**config.mk**
```make
export PLATFORM = sky130hd
export DESIGN_NAME = bfcba_alu
export DESIGN_NICKNAME = d
export VERILOG_FILES = /design/src/rtl/bfcba_pkg.sv /design/src/rtl/bfcba_alu.sv
export SDC_FILE = /design/constraint.sdc
export NUM_CORES = 1
export LEC_CHECK = 0
export ABC_CLOCK_PERIOD_IN_PS = 5100
export BUFFER_PORTS_ARGS = -buffer_cell sky130_fd_sc_hd__buf_2
export CAP_MARGIN = 20
export CORE_UTILIZATION = 47
export DETAILED_ROUTE_END_ITERATION = 6
export PLACE_DENSITY_LB_ADDON = 0.3
export SLEW_MARGIN = 20
export SYNTH_ARGS = -nofsm -noshare
export SYNTH_HDL_FRONTEND = slang
export SYNTH_SLANG_ARGS = --single-unit
export TNS_END_PERCENT = 1
```
**constraint.sdc**
```tcl
create_clock -name vclk -period 5.1
set_clock_uncertainty 0.2 [all_clocks]
set_input_delay 0.765 -clock vclk [all_inputs]
set_output_delay 0.765 -clock vclk [all_outputs]
set_load 0.02 [all_outputs]
```
**src/rtl/bfcba_pkg.sv**
```systemverilog
// Shared types and constants for the best-fit block allocator.
// No dependencies; imported by bfcba_alu and the allocator unit.
`default_nettype none
package bfcba_pkg;

   localparam int GRAN_SHIFT = 9;          // 512-byte granules
   localparam int SIZE_W     = 32;         // request size in bytes
   localparam int ADDR_W     = 40;         // address field width
   localparam int GRAN_W     = 31;         // block start / length in granules
   localparam int REQ_W      = 24;         // rounded request in granules
   localparam int ALU_W      = 32;

   localparam logic [GRAN_W-1:0] SMALL_GRAN = 31'd2048;    // 1 MiB
   localparam logic [GRAN_W-1:0] SMALL_SEG  = 31'd4096;    // 2 MiB
   localparam logic [GRAN_W-1:0] LARGE_SEG  = 31'd40960;   // 20 MiB
   localparam logic [GRAN_W-1:0] MID_LIMIT  = 31'd20480;   // 10 MiB
   localparam logic [GRAN_W-1:0] HEAP_RESET = 31'd2097152;

   typedef enum logic [1:0] {
      SLOT_UNUSED = 2'd0,
      SLOT_FREE   = 2'd1,
      SLOT_ALLOC  = 2'd2
   } slot_state_type;

   typedef enum logic [1:0] {
      STATUS_OK        = 2'd0,
      STATUS_EXHAUSTED = 2'd1,
      STATUS_FULL      = 2'd2,
      STATUS_UNKNOWN   = 2'd3
   } status_type;

   typedef enum logic {
      ALU_ADD = 1'b0,
      ALU_SUB = 1'b1
   } alu_op_type;

   localparam logic ACTION_ALLOC = 1'b0;

endpackage
`default_nettype wire

```
**src/rtl/bfcba_alu.sv**
```systemverilog
// Shared add/subtract unit used by the allocator sequencer.
// Depends on bfcba_pkg.
`default_nettype none
module bfcba_alu
   import bfcba_pkg::*;
(
   input  wire alu_op_type       op,
   input  wire logic [ALU_W-1:0] a,
   input  wire logic [ALU_W-1:0] b,
   output logic [ALU_W-1:0]      y
);

   always_comb begin
      case (op)
         ALU_ADD: y = a + b;
         ALU_SUB: y = a - b;
         default: y = a + b;
      endcase
   end

endmodule
`default_nettype wire

```
Word-level counts from Yosys, hierarchy flattened

Index checks and enable logic that the tools add are counted.

Register bits: 0
Input bits: 65
Word-level logic and storage cells: 4

$add $sub $neg: 2
Muxes and demuxes: 1
Bitwise gates (word level): 1

Operator list:

| operator       | count |
|---|---|
| $pmux 32 s2    | 1 |
| $add 32x32->32 | 1 |
| $sub 32x32->32 | 1 |
| $not 1->1      | 1 |

Logic depth before layout (Yosys ltp)

Gate-level depths: netlist (run 1).

Word-level depth: 2
Depth in mapped cells: 16
Depth with buffers taken out: 15

Worst setup path after synthesis (run 1)

Ideal clock, no wire load.

Kind: input -> output
From: input port b[5]
To: output port y[30]
Data arrival time: 4,331 ps
Setup slack: -196 ps
Stages: 15
Path buffers: 1
Path through: or4_4 or3_4 nor2_2 nand2_1 nor3_1 a31oi_1 xnor2_1 ha_1 clkbuf_1 and3_1 a32o_1 a21oi_1 a211oi_1 or2_2 a211oi_1

Cells in the longest elaborated chain, start to end: 2
Elaborated cells between the ends (all ways): 3
Those cells by class: add/sub (2); mux (1)

Ends and longest elaborated chain:

| item                                             | RTL line        | text |
|---|---|---|
| from (decl)                                      | bfcba_alu.sv:9  | `input wire logic [ALU_W-1:0] b,` |
| $sub 32x32->32 or $add 32x32->32 (tied branches) | n/a             |  |
| $pmux 32 s2 (*)                                  | bfcba_alu.sv:14 | `case (op)` |
| to (decl)                                        | bfcba_alu.sv:10 | `output logic [ALU_W-1:0] y` |

Mark *: on every way between the ends. The rest lies on a longest branch, timed or not.

Worst setup path after layout (run 1)

From: input port b[5]
To: output port y[29]

Same word-level chain as after synthesis.

==> impl_metrics.json, run 1 <==
{
  "hpwl_mm": 6.368,
  "design.seq.count": 0,
  "grt_pass1_wl_mm": 13.08,
  "startpoint_type": "input pin",
  "critical_path.top_delay_family": "simple AND/OR/NAND/NOR gates",
  "placed_cell_area_um2": 3392,
  "fin_crit_ps": 5305,
  "first_pass_iters": 5,
  "fp-row-count": 25,
  "wl_per_cell_um": 14.45,
  "grt_pass1_vias": 3066,
  "synth-xor-area-share": 0.2187,
  "fin_setup_tns_ps": -1562,
  "avgSynthCellArea_um2": 6.774,
  "ys_types": 51,
  "worstSetupEndpointType": "output port",
  "grt_overflow_total": 0,
  "fin_nets": 605,
  "start_util": 0.4925,
  "violations": "negative setup slack",
  "final_area_um2": 3626,
  "synthMuxAreaShare": 0.009023,
  "crit_top_cell": "buf_4",
  "port_buffers": 97,
  "fp.coreArea_um2": 4786,
  "yosys.area_share.adder": 0.1783,
  "drt-total-wl_mm": 8.264,
  "finalSetupViolations": 14,
  "rsz0062_at_grt": "true",
  "io-pin-count": 97,
  "dr.first_iter.drc_count": 218,
  "nClkBuffers": 0,
  "synth_area_leaders": "ha_1, xnor2_1, a21oi_1",
  "vias": 3305,
  "utilization": 0.7576,
  "p_per_area_nw_per_um2": 213.2,
  "fmax_mhz": 188.5,
  "drive_gt1_frac": 0.4178,
  "track_usage": 0.3030,
  "ant_nets": 0,
  "hold_depth": 4,
  "hold_path.class": "input pin to output port",
  "syn_nets": 446,
  "antenna_found_initial": 0,
  "drv_slew": 0,
  "die_x_um": 72.82,
  "min_to": "y[0]",
  "cp.required_ps": 4140,
  "critPathBufInv": 4,
  "synth_warnings": 0,
  "yosysSeqAreaShare": 0,
  "final-hold-violation-count": 0,
  "critical_path.max_fanout": 5,
  "gp_congestion": 0.9625,
  "cp_slowest_stage_delay_ps": 540,
  "worst_slew_pin_slew_ps": 470.9,
  "synthCells": 348,
  "area_growth_pct": 53.82,
  "synth_area_um2": 2357,
  "worstPathArrival_ps": 4340,
  "total_power_uw": 773.1,
  "worstSetupPathType": "input pin to output port",
  "p_leak_nw": 1.704,
  "status": "finished, violations left",
  "synth_top_family_by_area": "compound AO/OA/AOI/OAI gates",
  "hold_start": "b[0]",
  "yosys.area_share.simple": 0.2718,
  "synth-compound-area-share": 0.2797,
  "slowest_stage": "or4_4",
  "yosysTopAreaCellShare": 0.1699,
  "die_y_um": 72.82,
  "dieArea_um2": 5303,
  "routed_via_density": 5.778,
  "cts.hold.buffers_added": 0,
  "fin_ws_ps": -204.6,
  "drc_errors": 0,
  "maxCapViolCount": 0,
  "yosysTopAreaCell": "ha_1",
  "cp_cell_sequence": "buf_2 > or4_4 > or3_4 > nor2_4 > buf_4 > a31oi_1 > nor2_1 > o21ai_0 > xnor2_1 > ha_1 > buf_4 > nand2_1 > o21ai_1 > o21a_1 > o21a_1 > o211ai_1 > o211ai_1 > xnor2_1 > buf_4",
  "grt_max_degree": 20,
  "hold_slack_ps": 1761,
  "antennaDiodeCount": 0,
  "regArea_um2": 0,
  "slew_headroom": 0.6831,
  "ir_worst_vdd_uv": 171.6,
  "period_share": 1.040
}
metrics by stage:
step / setup slack [ps] / instances
finish: -204.6 / 572
global route: -346.4 / 572
CTS: -133.5 / 571
detailed placement: -298.4 / 566
global placement: -229.5 / 566
floorplan: -61.76 / 348
timing repair:
action                     CTS  global route
pin swaps                   12            11
gates cloned                 0             0
buffers inserted             5             1
gates resized for setup     31            21
setup endpoints to repair   13            17
worst max path at each step:
stage | start | endpoint | depth (start not counted)
after CTS | b[5] | y[29] | 19
after global routing | b[5] | y[28] | 17
after global placement | b[5] | y[30] | 16
final | b[5] | y[29] | 19
after floorplan | b[5] | y[25] | 12
after detailed placement | b[5] | y[30] | 18
cell usage after synthesis (all sizes together), types with 6 or more instances:
library cell  instances
nand3                 9
o21ai                18
a31oi                 7
a21o                  7
inv                  15
nor2                 39
ha                   32
nor3                 17
nand2                24
xor2                 15
and3                  6
xnor2                43
o21bai                7
clkbuf                9
a21oi                45
layout by cell type (no fill, tap or decap), types with 3 or more instances in the layout:
cell / n
o21ai_0: 11
o21ai_1: 5
ha_1: 30
o211ai_1: 3
buf_2: 84
o21a_1: 5
nor2b_1: 5
nand4_1: 5
a21o_1: 7
o21bai_1: 6
or3_1: 3
xnor2_1: 40
nand3_1: 8
nor3_1: 15
and3_1: 5
a21oi_2: 9
a21oi_1: 36
nor2_1: 38
xnor2_2: 3
nand2_2: 3
nand2_1: 21
a31oi_1: 6
buf_4: 82
inv_1: 15
xor2_1: 15
cells by family after synthesis:
group,after synthesis
simple gates,124
compound gates,105
xor+xnor,58
fa+ha+maj,33
buf+inv,26
mux,2
tightest hold or removal path, delay by kind of cell:
kind / cells / cell delay [ps]
adder cells (fa/ha/maj): 1 / 130
buffers and inverters: 3 / 300
final cells by class:
class	instances	area [um2]
multi-input combinational	322	2427
fill	375	1160
timing repair buffer	168	1059
tap	67	83.83
inverter	15	56.30
report_power, final:
group	switching [mW]	internal [mW]
Combinational	0.425	0.348
Sequential	0	0
Clock	0	0
routing by layer:
layer  wire length, um  global-route usage  vias up
met5                 0                   0        -
met4               199             0.07190        0
met3               664             0.03315       28
met2              4059              0.5639      192
met1              3341              0.3697     1500
li1                  -                   -     1585
Power figures use the tool's default switching activity.
==> run 2: changes to the inputs <==
==> constraint.sdc (replaced) <==
create_clock -name vclk -period 5.1
set_clock_uncertainty 0.2 [all_clocks]
set_input_delay 1.02 -clock vclk [all_inputs]
set_output_delay 1.02 -clock vclk [all_outputs]
set_load 0.02 [all_outputs]
==> run 2 against run 1 <==
Compared with the run above: the run ends with design-rule violations, negative setup slack left; highest routed layer unchanged; routed wire length up 1.6%; cell count rose by 6.5%; die area unchanged; maximum frequency decreased by 7.8%; worst setup slack lost 450 ps; via count up 2.4%; largest cell class unchanged.
==> impl_metrics.json, run 2 (synthesized netlist as in run 1, its figures left out) <==
{
  "sw_frac_of_total": 0.5298,
  "fin_crit_ps": 5751,
  "design.seq.count": 0,
  "final-hold-violation-count": 0,
  "die_x_um": 72.82,
  "cp.required_ps": 3880,
  "worstSetupPathType": "input pin to output port",
  "drv_slew": 0,
  "period_share": 1.128,
  "cp_slowest_stage_delay_ps": 530,
  "hold_start": "a[1]",
  "crit_top_cell": "buf_4",
  "worst_slew_pin_slew_ps": 456.3,
  "p_leak_nw": 1.886,
  "start_util": 0.4925,
  "fp-row-count": 25,
  "ant_nets": 0,
  "violations": "design-rule violations, negative setup slack",
  "worstSetupEndpointType": "output port",
  "vias": 3385,
  "startpoint_type": "input pin",
  "min_to": "y[1]",
  "fin_nets": 642,
  "area_growth_pct": 65.07,
  "grt_pass1_vias": 3196,
  "maxCapViolCount": 0,
  "finalSetupViolations": 18,
  "pwr-share-comb": 1.000,
  "slew_headroom": 0.6930,
  "antenna_found_initial": 0,
  "grt_pass1_wl_mm": 13.21,
  "multi_input_area_um2": 2404,
  "regArea_um2": 0,
  "grt_max_degree": 20,
  "utilization": 0.8131,
  "p_seq_frac": 0,
  "p_clk_frac": 0,
  "grt_overflow_total": 0,
  "nClkBuffers": 0,
  "hold_path.class": "input pin to output port",
  "dieArea_um2": 5303,
  "io-pin-count": 97,
  "cp_cell_sequence": "buf_2 > or4_4 > or3_4 > nor2_4 > nand2_1 > nor3_4 > a21oi_1 > xnor2_1 > ha_1 > buf_4 > nand4_1 > nor4_2 > a21oi_2 > a211oi_2 > or2_4 > xor2_1 > buf_4",
  "hold_depth": 3,
  "fillers": 332,
  "track_usage": 0.3046,
  "critPathBufInv": 3,
  "ir_worst_vdd_uv": 164.0,
  "critical_path.top_delay_family": "simple AND/OR/NAND/NOR gates",
  "layout_common_cells": "buf_4, buf_2, xnor2_1",
  "dr.first_iter.drc_count": 219,
  "worstPathArrival_ps": 4530,
  "antennaDiodeCount": 0,
  "total_power_uw": 811.1,
  "p_per_area_nw_per_um2": 208.5,
  "first_pass_iters": 7,
  "drive_gt1_frac": 0.4410,
  "fin_ws_ps": -651.2,
  "port_buffers": 97,
  "rsz0062_at_grt": "true",
  "drc_errors": 9,
  "die_y_um": 72.82,
  "drt-total-wl_mm": 8.394,
  "wl_per_cell_um": 13.78,
  "fp.coreArea_um2": 4786,
  "hold_slack_ps": 2274,
  "layout.cells.most_common": "buf_4",
  "fmax_mhz": 173.9,
  "hpwl_mm": 6.944,
  "critical_path.max_fanout": 4,
  "routed_via_density": 5.558,
  "status": "finished, violations left",
  "gp_congestion": 0.9340,
  "internal-power_uw": 381.4,
  "slowest_stage": "or4_4",
  "p_switching_uw": 429.8
}
## run 2: power by group through the flow
stage / Combinational (mW) / Sequential [mW] / Clock (mW)
floorplan: 0.431 / 0 / 0
global placement: 0.725 / 0 / 0
detailed placement: 0.743 / 0 / 0
CTS: 0.775 / 0 / 0
global route: 0.871 / 0 / 0
finish: 0.811 / 0 / 0
## run 2: through the flow
step / std cells / area (um2) / setup slack [ps] / TNS (ps)
5_1_grt: 609 / 3891 / -778.5 / -12030
3_3_place_gp: 609 / 3721 / -675.1 / -8824
6_report: 609 / 3891 / -651.2 / -9036
2_1_floorplan: 348 / 2385 / -570.6 / -6004
3_5_place_dp: 609 / 3721 / -766.7 / -9719
4_1_cts: 609 / 3819 / -619.7 / -8701
## run 2: worst max path at each step
stage	start	end	slack, ps	cells after the start
2_1_floorplan	b[5]	y[25]	-570	15
3_3_place_gp	b[5]	y[30]	-680	15
3_5_place_dp	b[5]	y[28]	-770	16
4_1_cts	b[5]	y[29]	-620	19
5_1_grt	b[5]	y[30]	-780	18
6_report	b[5]	y[28]	-650	17
## run 2: tightest hold or removal path, cell delays in order
cell and delay [ps]:
buf_2 100, fa_1 170, buf_2 160
## run 2: per-layer routing
layer / global-route usage / vias up / wire length [um]
met5: 0 / - / 0
met3: 0.02348 / 12 / 470
li1: - / 1656 / -
met1: 0.3685 / 1576 / 3627
met4: 0.06536 / 0 / 97
met2: 0.5815 / 141 / 4198
## run 2: cell type report
type                            instances  area share
Timing Repair Buffer                  205      0.3463
Inverter                               15     0.01447
Tap cell                               67     0.02154
Multi-Input combinational cell        322      0.6177
## run 2: repair_timing
| item | CTS | global route |
|---|---|---|
| pin swaps | 5 | 6 |
| gates resized for setup | 31 | 19 |
| hold buffers | 0 | 0 |
| setup buffers | 0 | 0 |
| endpoints found under the setup margin | 18 | 21 |
